<file path="config.mk">
export PLATFORM = sky130hd
export DESIGN_NAME = rrfc_frame_state
export DESIGN_NICKNAME = d
export VERILOG_FILES = /design/src/rtl/rrfc_pkg.sv /design/src/rtl/rrfc_frame_state.sv
export SDC_FILE = /design/constraint.sdc
export NUM_CORES = 1
export LEC_CHECK = 0
export BUFFER_PORTS_ARGS = -buffer_cell sky130_fd_sc_hd__buf_2
export CAP_MARGIN = 0
export CORE_MARGIN = 2
export CORE_UTILIZATION = 57
export CTS_CLUSTER_SIZE = 24
export DETAILED_ROUTE_END_ITERATION = 16
export HOLD_SLACK_MARGIN = 0.12
export PLACE_DENSITY = 0.81
export SYNTH_ARGS = -nofsm -noshare
export SYNTH_HDL_FRONTEND = slang
export SYNTH_SLANG_ARGS = --single-unit
</file>
<file path="constraint.sdc">
create_clock -name i_clk -period 3.3 [get_ports i_clk]
set_clock_uncertainty 0.05 [all_clocks]
set_input_delay 0.165 -clock i_clk [delete_from_list [all_inputs] [get_ports i_clk]]
set_output_delay 0.165 -clock i_clk [all_outputs]
set_load 0.03 [all_outputs]
</file>
<file path="src/rtl/rrfc_pkg.sv">
// ----------------------------------------------------------------------------
// Reply frame checker package
// Types, frame offsets and the byte-wide reflected CRC-16 step.
// ----------------------------------------------------------------------------
`timescale 1ns / 1ps

package rrfc_pkg;

    localparam int UID_BYTES = 8;

    localparam logic [15:0] CRC_PRESET = 16'hFFFF;
    localparam logic [15:0] CRC_POLY   = 16'h8408;

    localparam logic [8:0] COUNT_MAX   = 9'd511;
    localparam logic [8:0] OFS_LEN     = 9'd0;
    localparam logic [8:0] OFS_CMD     = 9'd2;
    localparam logic [8:0] OFS_STATUS  = 9'd3;
    localparam logic [8:0] OFS_DATA    = 9'd4;
    localparam logic [8:0] OFS_UID_END = 9'(4 + UID_BYTES);

    localparam logic CFG_EXPECTED_CMD   = 1'b0;
    localparam logic CFG_SUCCESS_STATUS = 1'b1;

    localparam logic [7:0] EXPECTED_CMD_RST   = 8'h50;
    localparam logic [7:0] SUCCESS_STATUS_RST = 8'h00;

    typedef enum logic [1:0] {
        ERR_OK  = 2'd0,
        ERR_CMD = 2'd1,
        ERR_CRC = 2'd2
    } t_err;

    typedef struct packed {
        logic       restart;
        logic [7:0] rx_byte;
    } t_in_item;

    typedef struct packed {
        logic [7:0]  frame_length;
        logic [63:0] tag_uid;
        logic        status_good;
        logic [7:0]  reader_status;
        t_err        error_code;
        logic        frame_ok;
    } t_verdict;

    function automatic logic [15:0] crc_byte(input logic [15:0] crc, input logic [7:0] b);
        logic [15:0] c;
        c = crc ^ {8'h00, b};
        for (int k = 0; k < 8; k++) begin
            if (c[0]) begin
                c = (c >> 1) ^ CRC_POLY;
            end else begin
                c = c >> 1;
            end
        end
        return c;
    endfunction

endpackage

</file>
<file path="src/rtl/rrfc_frame_state.sv">
// ----------------------------------------------------------------------------
// Reply frame state
// Byte count, running CRC and captured fields; forms the verdict on the last byte.
// ----------------------------------------------------------------------------
`timescale 1ns / 1ps

module rrfc_frame_state (
    input  logic              i_clk,
    input  logic              i_rst_n,
    input  logic              i_step,
    input  rrfc_pkg::t_in_item i_item,
    input  logic [7:0]        i_expected_command,
    input  logic [7:0]        i_success_status,
    output logic              o_verdict_valid,
    output rrfc_pkg::t_verdict o_verdict
);
    import rrfc_pkg::*;

    logic [8:0]  r_count, n_count;
    logic [7:0]  r_len, n_len;
    logic [15:0] r_crc, n_crc;
    logic [7:0]  r_cmd, n_cmd;
    logic [7:0]  r_status, n_status;
    logic [63:0] r_uid, n_uid;

    logic        stopped;
    logic        take;
    logic        hit;
    t_err        err;

    always_comb begin
        stopped  = r_count > {1'b0, r_len};
        take     = i_step && !i_item.restart && !stopped;

        n_crc    = crc_byte(r_crc, i_item.rx_byte);
        n_len    = (r_count == OFS_LEN)    ? i_item.rx_byte : r_len;
        n_cmd    = (r_count == OFS_CMD)    ? i_item.rx_byte : r_cmd;
        n_status = (r_count == OFS_STATUS) ? i_item.rx_byte : r_status;
        n_uid    = (r_count >= OFS_DATA && r_count < OFS_UID_END)
                   ? {r_uid[55:0], i_item.rx_byte} : r_uid;
        n_count  = (r_count < COUNT_MAX) ? r_count + 9'd1 : r_count;

        hit = n_count == ({1'b0, n_len} + 9'd1);

        if (n_cmd != i_expected_command) begin
            err = ERR_CMD;
        end else if (n_crc != 16'h0000) begin
            err = ERR_CRC;
        end else begin
            err = ERR_OK;
        end

        o_verdict_valid           = take && hit;
        o_verdict.frame_ok        = (err == ERR_OK);
        o_verdict.error_code      = err;
        o_verdict.reader_status   = n_status;
        o_verdict.status_good     = (err == ERR_OK) && (n_status == i_success_status);
        o_verdict.tag_uid         = n_uid;
        o_verdict.frame_length    = n_len;
    end

    always_ff @(posedge i_clk) begin
        if (!i_rst_n || (i_step && i_item.restart)) begin
            r_count  <= '0;
            r_len    <= '0;
            r_crc    <= CRC_PRESET;
            r_cmd    <= '0;
            r_status <= '0;
            r_uid    <= '0;
        end else if (take) begin
            r_count  <= n_count;
            r_len    <= n_len;
            r_crc    <= n_crc;
            r_cmd    <= n_cmd;
            r_status <= n_status;
            r_uid    <= n_uid;
        end
    end

endmodule

</file>
==> results_dict.tcl, run 1 <==
set metrics [dict create \
    run_status "completed" \
    clock_tree_buf_depth 2 \
    max_stage_delay_ps 580 \
    regToRegSetupSlack_ps 290 \
    cts.root.buffer_cell "clkbuf_16" \
    io_buffer_count 112 \
    startpoint "r_count[5]" \
    number_of_maximum_capacitance_violations 0 \
    first_pass_grt_wire_length_mm 26.7 \
    cp_slowest_cell "or4_4" \
    grt_pass1_vias 5531 \
    hold_viol 0 \
    syn_to_final_growth_pct 19.6 \
    insertion_delay_ps 410 \
    initial_standard_cell_utilization_of_the_core_pct 59.0 \
    start_to_end_type_of_the_worst_setup_path "flop to output pin" \
    postSynth.asyncResetShare_pct 0 \
    fp.dieH_microns 110 \
    worst_r2r_endpoint "r_cmd[3]" \
    grt_max_degree 98 \
    cell_depth_of_the_worst_setup_path 9 \
    antenna_fix_cells 0 \
    yosysSeqAreaShare_pct 35.1 \
    place_hpwl_mm 10.8 \
    synth_edf_count 0 \
    critical_path.top_delay_family "simple AND/OR/NAND/NOR gates" \
    detailedRoute.firstIterationViolations 339 \
    drcViolationCount 0 \
    grt_usage_pct 28.0 \
    design.die.area_sq_mm 0.0122 \
    fin_util_pct 70.6 \
    hold_path_class "input pin to flop" \
    total_power_per_unit_cell_area_mw_per_mm2 613 \
    synth_flop_cell "dfxtp_1" \
    final.min_clock_period_ps 3200 \
    ioPinCount 113 \
    dpl_worst_slack_ps 373 \
    ir_worst_vdd_uv 447 \
    post_drt_via_cell_ratio 5.76 \
    timing.critical_path.from_type "flop" \
    synth.cell_area_sq_mm 0.00645 \
    clock-sinks 113 \
    cts_tree "yes" \
    synth_nets 816 \
    synth_largest_type_area_fraction_pct 35.1 \
    dr.pass1.iters 5 \
    worstPathBufferInverterCount 2 \
    synth_area_leader_cell "dfxtp_1" \
    end_kind "output pin" \
    via_count 5927 \
    final_layout_size_suffix_gt1_share_pct 29.9 \
    initial_antenna_violation_count 0 \
    gp_routability_congestion 0.907 \
    p_leak_nw 3.42 \
    reg2reg_depth 11 \
    cp.required_ps 3080 \
    ys_ff_latch 113 \
    clk_pin_slew_ps 60 \
    finish.net_count 916 \
    route.final.wire_length_mm 16.7 \
    rows 38 \
    grt_overflow 0 \
    worst_hold_slack_after_final_layout_ps 237 \
    fmaxAchievable_mhz 313 \
    final_antenna_net_count 0 \
    power_mw 4.73 \
    timing_worst_slew_pin_value_ps 1090 \
    syn_inst 776 \
    final-setup-viol-count 0 \
    netlist-cell-type-count 57 \
    cts_inserted_buffers 17 \
    mapped_avg_cell_area_sq_um 8.31 \
    chipWidth_microns 110 \
    yosysWarnings 0 \
    critPathArrivalTime_ps 2980 \
    core_region_area_sq_mm 0.0109 \
    worstPathCellList "buf_4 > or4_4 > nor2_4 > nand3_4 > mux2_4 > xor2_2 > nor4_1 > and3_1 > clkbuf_4" \
    synth.top_cells.by_area "dfxtp_1 35%, mux2_2 13%, nor2_1 10%" \
    detail_route.wl_per_cell_microns 16.2 \
    worstReg2RegStart "r_len[4]" \
    end_point_of_the_critical_path "o_verdict[11]" \
    cp_max_fo 11 \
    slew_headroom_pct 27.2 \
    cts.htree.levels 4 \
    min_period_over_period_pct 96.9 \
    final_critical_path_setup_slack_ps 101 \
    drv_slew 0 \
]
## layout by cell type (no fill, tap or decap), types with 5 or more instances in the layout
| cell type | count |
|---|---|
| xnor2_1 | 32 |
| clkbuf_16 | 17 |
| and3_1 | 6 |
| dlygate4sd3_1 | 8 |
| buf_4 | 17 |
| xor2_1 | 22 |
| nor2_1 | 174 |
| inv_6 | 5 |
| mux2i_1 | 10 |
| a21oi_1 | 14 |
| nand4_1 | 12 |
| o21ai_0 | 15 |
| nand3_1 | 15 |
| nand2_1 | 38 |
| o211ai_1 | 9 |
| dfxtp_2 | 5 |
| mux2_2 | 76 |
| inv_1 | 21 |
| dfxtp_1 | 108 |
| ha_1 | 12 |
| nor3_1 | 84 |
| buf_2 | 110 |
| clkinvlp_4 | 5 |
| a211oi_1 | 11 |
## worst register-to-register path: cells and delay by family, from the launching register on
kind | cells | cell delay [ps]
buffers and inverters | 3 | 470
adders and majority gates | 1 | 340
DFF | 1 | 390
and+or+nand+nor | 2 | 590
AOI/OAI and AO/OA | 5 | 1080
## state kept, by name (all words and copies together), names as in the netlist
name / flops
r_uid: 64
r_crc: 16
r_status: 8
r_count: 9
r_cmd: 8
r_len: 8
## worst min path at each step
stage               from         end  cells after the start
2_1_floorplan  i_item[7]    r_cmd[7]                      2
3_3_place_gp    r_cmd[5]    r_cmd[5]                      2
3_5_place_dp    r_len[7]    r_len[7]                      2
4_1_cts        i_item[8]  r_count[0]                      4
5_1_grt        i_item[8]    r_len[0]                      5
6_report       i_item[8]    r_len[0]                      5
## metrics by stage
stage / instances / area, sq um / TNS (ps)
after floorplan: 776 / 6460 / 0
after global placement: 985 / 7020 / 0
after detailed placement: 985 / 7020 / 0
after CTS: 1025 / 7640 / 0
after global routing: 1029 / 7720 / -3.05
final: 1029 / 7720 / 0
## cells in the mapped netlist (2+ instances only)
master	count
a211oi_1	11
a221oi_1	2
o22ai_1	2
nor2_1	174
nand3_1	15
o221ai_1	3
o311ai_0	3
mux2_2	76
nand4_1	12
mux2_4	4
o211ai_1	9
clkbuf_1	39
xor2_1	22
or3_1	2
a31oi_1	3
o21ai_0	16
xnor2_1	32
buf_2	6
nand4b_2	2
and2_1	4
and3_1	6
ha_1	12
buf_6	7
nor3_1	84
a21oi_1	14
nand2_1	39
inv_1	21
nor4_1	5
nand2b_1	2
dfxtp_1	113
mux2i_1	10
## final cells by class
class,instances,area [sq um]
repair buffers,139,813
well taps,140,175
inverters,21,78.8
fillers,843,3220
flip-flops and latches,113,2270
clock inverters,14,105
multi-input cells,584,3840
clock buffers,18,439
## what timing repair did
action | 4_1_cts | 5_1_grt
gates resized for setup | 0 | 14
endpoints found under the hold margin | 8 | 0
hold buffers | 8 | 0
buffers inserted | 0 | 4
setup endpoints to repair | 0 | 7
## kinds of logic (layout without fill, tap and decap cells)
kind of cell    after synthesis  after routing  synth area share [%]
simple gates                354            354                  25.2
flops                       113            113                  35.1
mux                          90             90                  15.7
buf+inv                      79            192                  6.46
compound gates               73             73                  7.60
xor+xnor                     55             55                  7.58
fa+ha+maj                    12             12                  2.33
## layer usage
layer / global-route usage (%) / vias to the layer above / wire (microns)
met5: 0 / - / 0
met4: 8.30 / 0 / 273
met3: 7.29 / 30 / 1090
met2: 45.6 / 211 / 8000
met1: 36.7 / 2803 / 7340
li1: - / 2883 / -
## power by group
group	internal, mW	total (mW)	switching [mW]
combinational	0.516	1.43	0.914
sequential	1.51	1.62	0.110
clock	0.986	1.68	0.696
Note: power is estimated with default switching activity, not from simulation.
==> run 2: changes to the inputs <==
--- a/config.mk
+++ b/config.mk
@@ -5,6 +5,7 @@
 export SDC_FILE = /design/constraint.sdc
 export NUM_CORES = 1
 export LEC_CHECK = 0
+export ABC_AREA = 1
 export BUFFER_PORTS_ARGS = -buffer_cell sky130_fd_sc_hd__buf_2
 export CAP_MARGIN = 0
 export CORE_MARGIN = 2
==> run 2 against run 1 <==
Compared with the run above:
- fmax grew 5.4%
- non-clock buffer count shrank 20
- synthesized area grew 3.0%
- via count grew 10%
- core utilization shrank 1.9 points
- first-iteration DRC count grew 22%
- global-route usage shrank 1.3 points
- critical endpoint is now o_verdict_valid
==> results_dict.tcl, run 2 <==
set metrics [dict create \
    synth.top_cells.by_area "dfxtp_1 34%, nand2_1 15%, o21ai_1 9.9%" \
    chipWidth_microns 112 \
    largest_register "r_uid" \
    min_delay_path_depth 3 \
    max_reg_flops 64 \
    via_count 6549 \
    final_cell_area_sq_mm 0.00784 \
    cp_max_fo 18 \
    cts_inserted_buffers 17 \
    end_point_of_the_critical_path "o_verdict_valid" \
    mostFrequentLayoutCell "nand2_1" \
    first_pass_grt_wire_length_mm 27.3 \
    synth.cell_area_sq_mm 0.00664 \
    fmaxAchievable_mhz 329 \
    hold_path_class "input pin to flop" \
    gp_routability_congestion 0.936 \
    clock_tree_buf_depth 2 \
    worst_r2r_endpoint "r_len[0]" \
    grt_max_degree 129 \
    design.die.area_sq_mm 0.0125 \
    timing.critical_path.from_type "flop" \
    fin_util_pct 68.6 \
    grt_util_met2_pct 42.1 \
    ioPinCount 113 \
    postSynth.asyncResetShare_pct 0 \
    regToRegSetupSlack_ps 870 \
    synth_nets 1054 \
    number_of_maximum_capacitance_violations 0 \
    synth_flop_cell "dfxtp_1" \
    place_area_sq_mm 0.00723 \
    final_antenna_net_count 0 \
    fp.dieH_microns 112 \
    initial_standard_cell_utilization_of_the_core_pct 58.2 \
    yosysWarnings 0 \
    final.min_clock_period_ps 3040 \
    rsz_0062_raised_after_global_routing "false" \
    slew_headroom_pct 65.3 \
    finish.net_count 1138 \
    reg2reg_depth 12 \
    route.final.wire_length_mm 16.5 \
    worstReg2RegStart "r_len[2]" \
    initial_antenna_violation_count 0 \
    io_buffer_count 112 \
    rows 39 \
    grt-busiest-layer "met2" \
    place_hpwl_mm 11.1 \
    synth.cells.most_frequent "264 x nand2_1, 139 x inv_1, 131 x o21ai_1" \
    hold_viol 0 \
    syn_to_final_growth_pct 18.0 \
    yosysMostFrequentCell "nand2_1" \
    clock-sinks 113 \
    worst_hold_slack_after_final_layout_ps 166 \
    cts_tree "yes" \
    final-setup-viol-count 0 \
    min_period_over_period_pct 92.0 \
    end_kind "output pin" \
    startpoint "r_count[0]" \
    cts.htree.levels 4 \
    grt_pass1_vias 5876 \
    start_to_end_type_of_the_worst_setup_path "flop to output pin" \
    reg_top3 "r_uid: 64 flops, r_crc: 16 flops, r_count: 9 flops" \
    syn_inst 1014 \
    synth_edf_count 0 \
    detail_route.wl_per_cell_microns 13.1 \
    run_status "completed" \
    netlist-cell-type-count 35 \
    cts.root.buffer_cell "clkbuf_16" \
    antenna_fix_cells 0 \
    cp.required_ps 3080 \
    drv_slew 0 \
    drcViolationCount 0 \
    synth_largest_type_area_fraction_pct 34.1 \
    synth_area_leader_cell "dfxtp_1" \
    yosysSeqAreaShare_pct 34.1 \
    post_drt_via_cell_ratio 5.22 \
    ys_ff_latch 113 \
    finalSetupTns_ps 0 \
    clk_pin_slew_ps 50 \
    final_layout_size_suffix_gt1_share_pct 18.0 \
    timing_worst_slew_pin_value_ps 520 \
    dr.pass1.iters 6 \
    grt_overflow 0 \
    grt_usage_pct 26.7 \
    mapped_avg_cell_area_sq_um 6.55 \
    met1_usage_in_global_routing_pct 35.3 \
    mostFrequentLayoutCells "263 x nand2_1, 138 x inv_1, 131 x o21ai_1" \
    critPathArrivalTime_ps 2820 \
    cts.hold.buffers_added 0 \
    core_region_area_sq_mm 0.0114 \
    insertion_delay_ps 410 \
    detailedRoute.firstIterationViolations 412 \
    gr_met3_demand_resource_pct 6.97 \
]
==> run 2: cell type report <==
cell class              instances  area, sq um
multi-input cells             700         3590
fillers                       988         3580
flip-flops and latches        113         2260
repair buffers                119          663
inverters                     147          554
clock buffers                  21          450
well taps                     143          179
clock inverters                11          138
==> run 2: critical path: stages (launching register included) <==
cell     delay (ps)
dfxtp_1         360
inv_2           110
ha_1            160
nand2_2          70
nor2_4          200
nand2_8         140
nand2_1          90
nand2_1         100
ha_1            320
xnor2_1         150
nand3_1          90
nor2_1          120
nand2_1          60
nor2_1           80
nand2_1          60
nor2_1           90
buf_2           190
==> run 2: kinds of logic (layout without fill, tap and decap cells) <==
kind of cell | count (synthesis) | after routing | share of synthesized area [%]
adders and majority gates | 12 | 12 | 2.26
buffers and inverters | 201 | 298 | 12.4
and+or+nand+nor | 376 | 376 | 23.9
DFF | 113 | 113 | 34.1
AOI/OAI and AO/OA | 280 | 280 | 23.2
xor gates and xnor gates | 32 | 32 | 4.22
==> run 2: worst min path at each step <==
stage / start / end
4_1_cts: i_item[4] / r_len[4]
3_3_place_gp: r_uid[63] / r_uid[63]
3_5_place_dp: r_uid[63] / r_uid[63]
6_report: i_item[4] / r_len[4]
2_1_floorplan: i_item[4] / r_len[4]
5_1_grt: i_item[4] / r_len[4]
==> run 2: stage by stage <==
stage / setup slack, ps / std cells
2_1_floorplan: 412 / 1014
3_3_place_gp: 682 / 1221
3_5_place_dp: 639 / 1221
4_1_cts: 167 / 1253
5_1_grt: 7.00 / 1254
6_report: 264 / 1254
==> run 2: metal layers <==
metal	vias to the layer above	part of all wire (%)	wire, microns
li1	3441	-	-
met1	2905	46	7570
met2	176	46	7600
met3	27	6.2	1020
met4	0	1.7	285
met5	-	0	0
==> run 2: timing repair <==
item                                   4_1_cts  5_1_grt
setup buffers                                0        1
setup endpoints to repair                    0        1
gates resized for setup                      0        2
endpoints found under the hold margin        0        0
Power of run 2 is left out: the tool's default activity adds up to more than one toggle a clock period on the data nets, which glitch-free logic cannot reach.
==> run 3: changes to the inputs <==
--- a/config.mk
+++ b/config.mk
@@ -9,11 +9,13 @@
 export BUFFER_PORTS_ARGS = -buffer_cell sky130_fd_sc_hd__buf_2
 export CAP_MARGIN = 0
 export CORE_MARGIN = 2
-export CORE_UTILIZATION = 57
+export CORE_UTILIZATION = 61
 export CTS_CLUSTER_SIZE = 24
 export DETAILED_ROUTE_END_ITERATION = 16
 export HOLD_SLACK_MARGIN = 0.12
-export PLACE_DENSITY = 0.81
+export MAX_ROUTING_LAYER = met4
+export PLACE_DENSITY = 0.86
+export SKIP_LAST_GASP = 1
 export SYNTH_ARGS = -nofsm -noshare
 export SYNTH_HDL_FRONTEND = slang
 export SYNTH_SLANG_ARGS = --single-unit
==> constraint.sdc (replaced) <==
create_clock -name i_clk -period 3.7 [get_ports i_clk]
set_clock_uncertainty 0.05 [all_clocks]
set_input_delay 0.185 -clock i_clk [delete_from_list [all_inputs] [get_ports i_clk]]
set_output_delay 0.185 -clock i_clk [all_outputs]
set_load 0.03 [all_outputs]
==> run 3 against run 2 <==
Compared with the run above:
- sequential cell count is the same
- via count grew 2.2%
- sequential share of layout area decreased by 0.27 points
- die area down 6.3%
- critical path depth unchanged
- non-clock buffer count is 9 higher
- cell count increased by 0.48%
- critical path type unchanged
- largest cell class unchanged
- highest routed layer unchanged
==> results_dict.tcl, run 3 (same netlist as run 2, synthesis figures left out) <==
set metrics [dict create \
    cts.root.buffer_cell "clkbuf_8" \
    slew_headroom_pct 41.5 \
    drcViolationCount 0 \
    via_count 6696 \
    initial_standard_cell_utilization_of_the_core_pct 61.8 \
    dpl_worst_slack_ps 978 \
    min_period_over_period_pct 89.6 \
    critPathArrivalTime_ps 3080 \
    max_reg_flops 64 \
    syn_to_final_growth_pct 19.1 \
    initial_antenna_violation_count 0 \
    clk_pin_slew_ps 60 \
    fp.dieH_microns 108 \
    clock-sinks 113 \
    final.min_clock_period_ps 3320 \
    cp_slowest_cell "dfxtp_1" \
    antenna_fix_cells 0 \
    rows 38 \
    timing.critical_path.from_type "flop" \
    detailedRoute.firstIterationViolations 557 \
    start_to_end_type_of_the_worst_setup_path "flop to output pin" \
    cts_inserted_buffers 17 \
    detail_route.wl_per_cell_microns 13.6 \
    final_cell_area_sq_mm 0.00791 \
    run_status "completed" \
    cp_max_fo 18 \
    cts_tree "yes" \
    mostFrequentLayoutCells "263 x nand2_1, 139 x inv_1, 131 x o21ai_1" \
    end_kind "output pin" \
    rsz_0062_raised_after_global_routing "false" \
    finalSetupTns_ps 0 \
    final-setup-viol-count 0 \
    chipWidth_microns 108 \
    number_of_maximum_capacitance_violations 0 \
    grt_util_met2_pct 48.1 \
    drv_slew 0 \
    mostFrequentLayoutCell "nand2_1" \
    post_cts_resized 0 \
    clock_tree_buf_depth 2 \
    cts.htree.levels 4 \
    design.die.area_sq_mm 0.0117 \
    route.final.wire_length_mm 17.1 \
    place_area_sq_mm 0.00722 \
    insertion_delay_ps 520 \
    post_drt_via_cell_ratio 5.31 \
    first_pass_grt_wire_length_mm 28.1 \
    grt_usage_pct 31.0 \
    fmaxAchievable_mhz 302 \
    ioPinCount 113 \
    gr_met3_demand_resource_pct 7.66 \
    reg_top3 "r_uid: 64 flops, r_crc: 16 flops, r_count: 9 flops" \
    final_antenna_net_count 0 \
    critical-path-top-cell-by-count "nand2_1" \
    max_stage_delay_ps 360 \
    final_layout_size_suffix_gt1_share_pct 18.1 \
    grt_overflow 0 \
    grt_pass1_vias 6010 \
    hold_viol 0 \
    gp_routability_congestion 0.926 \
    final_critical_path_setup_slack_ps 384 \
    largest_register "r_uid" \
    grt-busiest-layer "met2" \
    dr.pass1.iters 6 \
    io_buffer_count 112 \
    met1_usage_in_global_routing_pct 39.9 \
    hold_path_class "input pin to flop" \
    core_region_area_sq_mm 0.0107 \
    fin_util_pct 73.6 \
    place_hpwl_mm 11.5 \
    finish.net_count 1147 \
    grt_max_degree 129 \
    worstPathCellList "inv_1 > ha_1 > nand2_2 > nor2_4 > nand2_4 > nand2_1 > nand2_1 > ha_1 > xnor2_1 > nand3_1 > nor2_1 > nand2_1 > nor2_1 > nand2_1 > nor2_1 > buf_2" \
    timing_worst_slew_pin_value_ps 875 \
    cp.required_ps 3460 \
]
[run 3: timing repair]
action / 4_1_cts / 5_1_grt
hold buffers: 6 / 0
endpoints found under the hold margin: 9 / 0
buffers inserted: 0 / 0
[run 3: critical path, delay by kind of cell, from the launching register on]
family / cells / cell delay, ps
DFF: 1 / 360
buffers and inverters: 2 / 370
and+or+nand+nor: 11 / 1190
xor gates and xnor gates: 1 / 150
adders and majority gates: 2 / 510
[run 3: cell type report]
class / instances / area, sq um
repair buffers: 128 / 708
inverters: 147 / 554
clock buffers: 23 / 477
flip-flops and latches: 113 / 2260
multi-input cells: 700 / 3580
well taps: 140 / 175
clock inverters: 9 / 153
fillers: 910 / 2830
[run 3: path summary, 6_finish.rpt]
| kind | startpoint | to | slack (ps) | cells past startpoint |
|---|---|---|---|---|
| max | r_count[0] | o_verdict_valid | 380 | 16 |
| min | i_item[0] | r_uid[0] | 140 | 5 |
| max reg2reg | r_len[6] | r_len[4] | 920 | 13 |
| min reg2reg | r_uid[63] | r_uid[63] | 400 | 2 |
[run 3: stage by stage]
stage	hold slack, ps	std cells
finish	137	1260
global route	162	1260
CTS	123	1260
detailed placement	393	1222
global placement	388	1222
floorplan	342	1014
[run 3: per-layer routing]
| layer | vias to the layer above | share of wire [%] | wire length, microns |
|---|---|---|---|
| met5 | - | 0 | 0 |
| met3 | 30 | 6.8 | 1160 |
| li1 | 3438 | - | - |
| met2 | 197 | 47 | 8040 |
| met1 | 3031 | 44 | 7560 |
| met4 | 0 | 1.9 | 326 |
Power of run 3 is left out for the same reason.
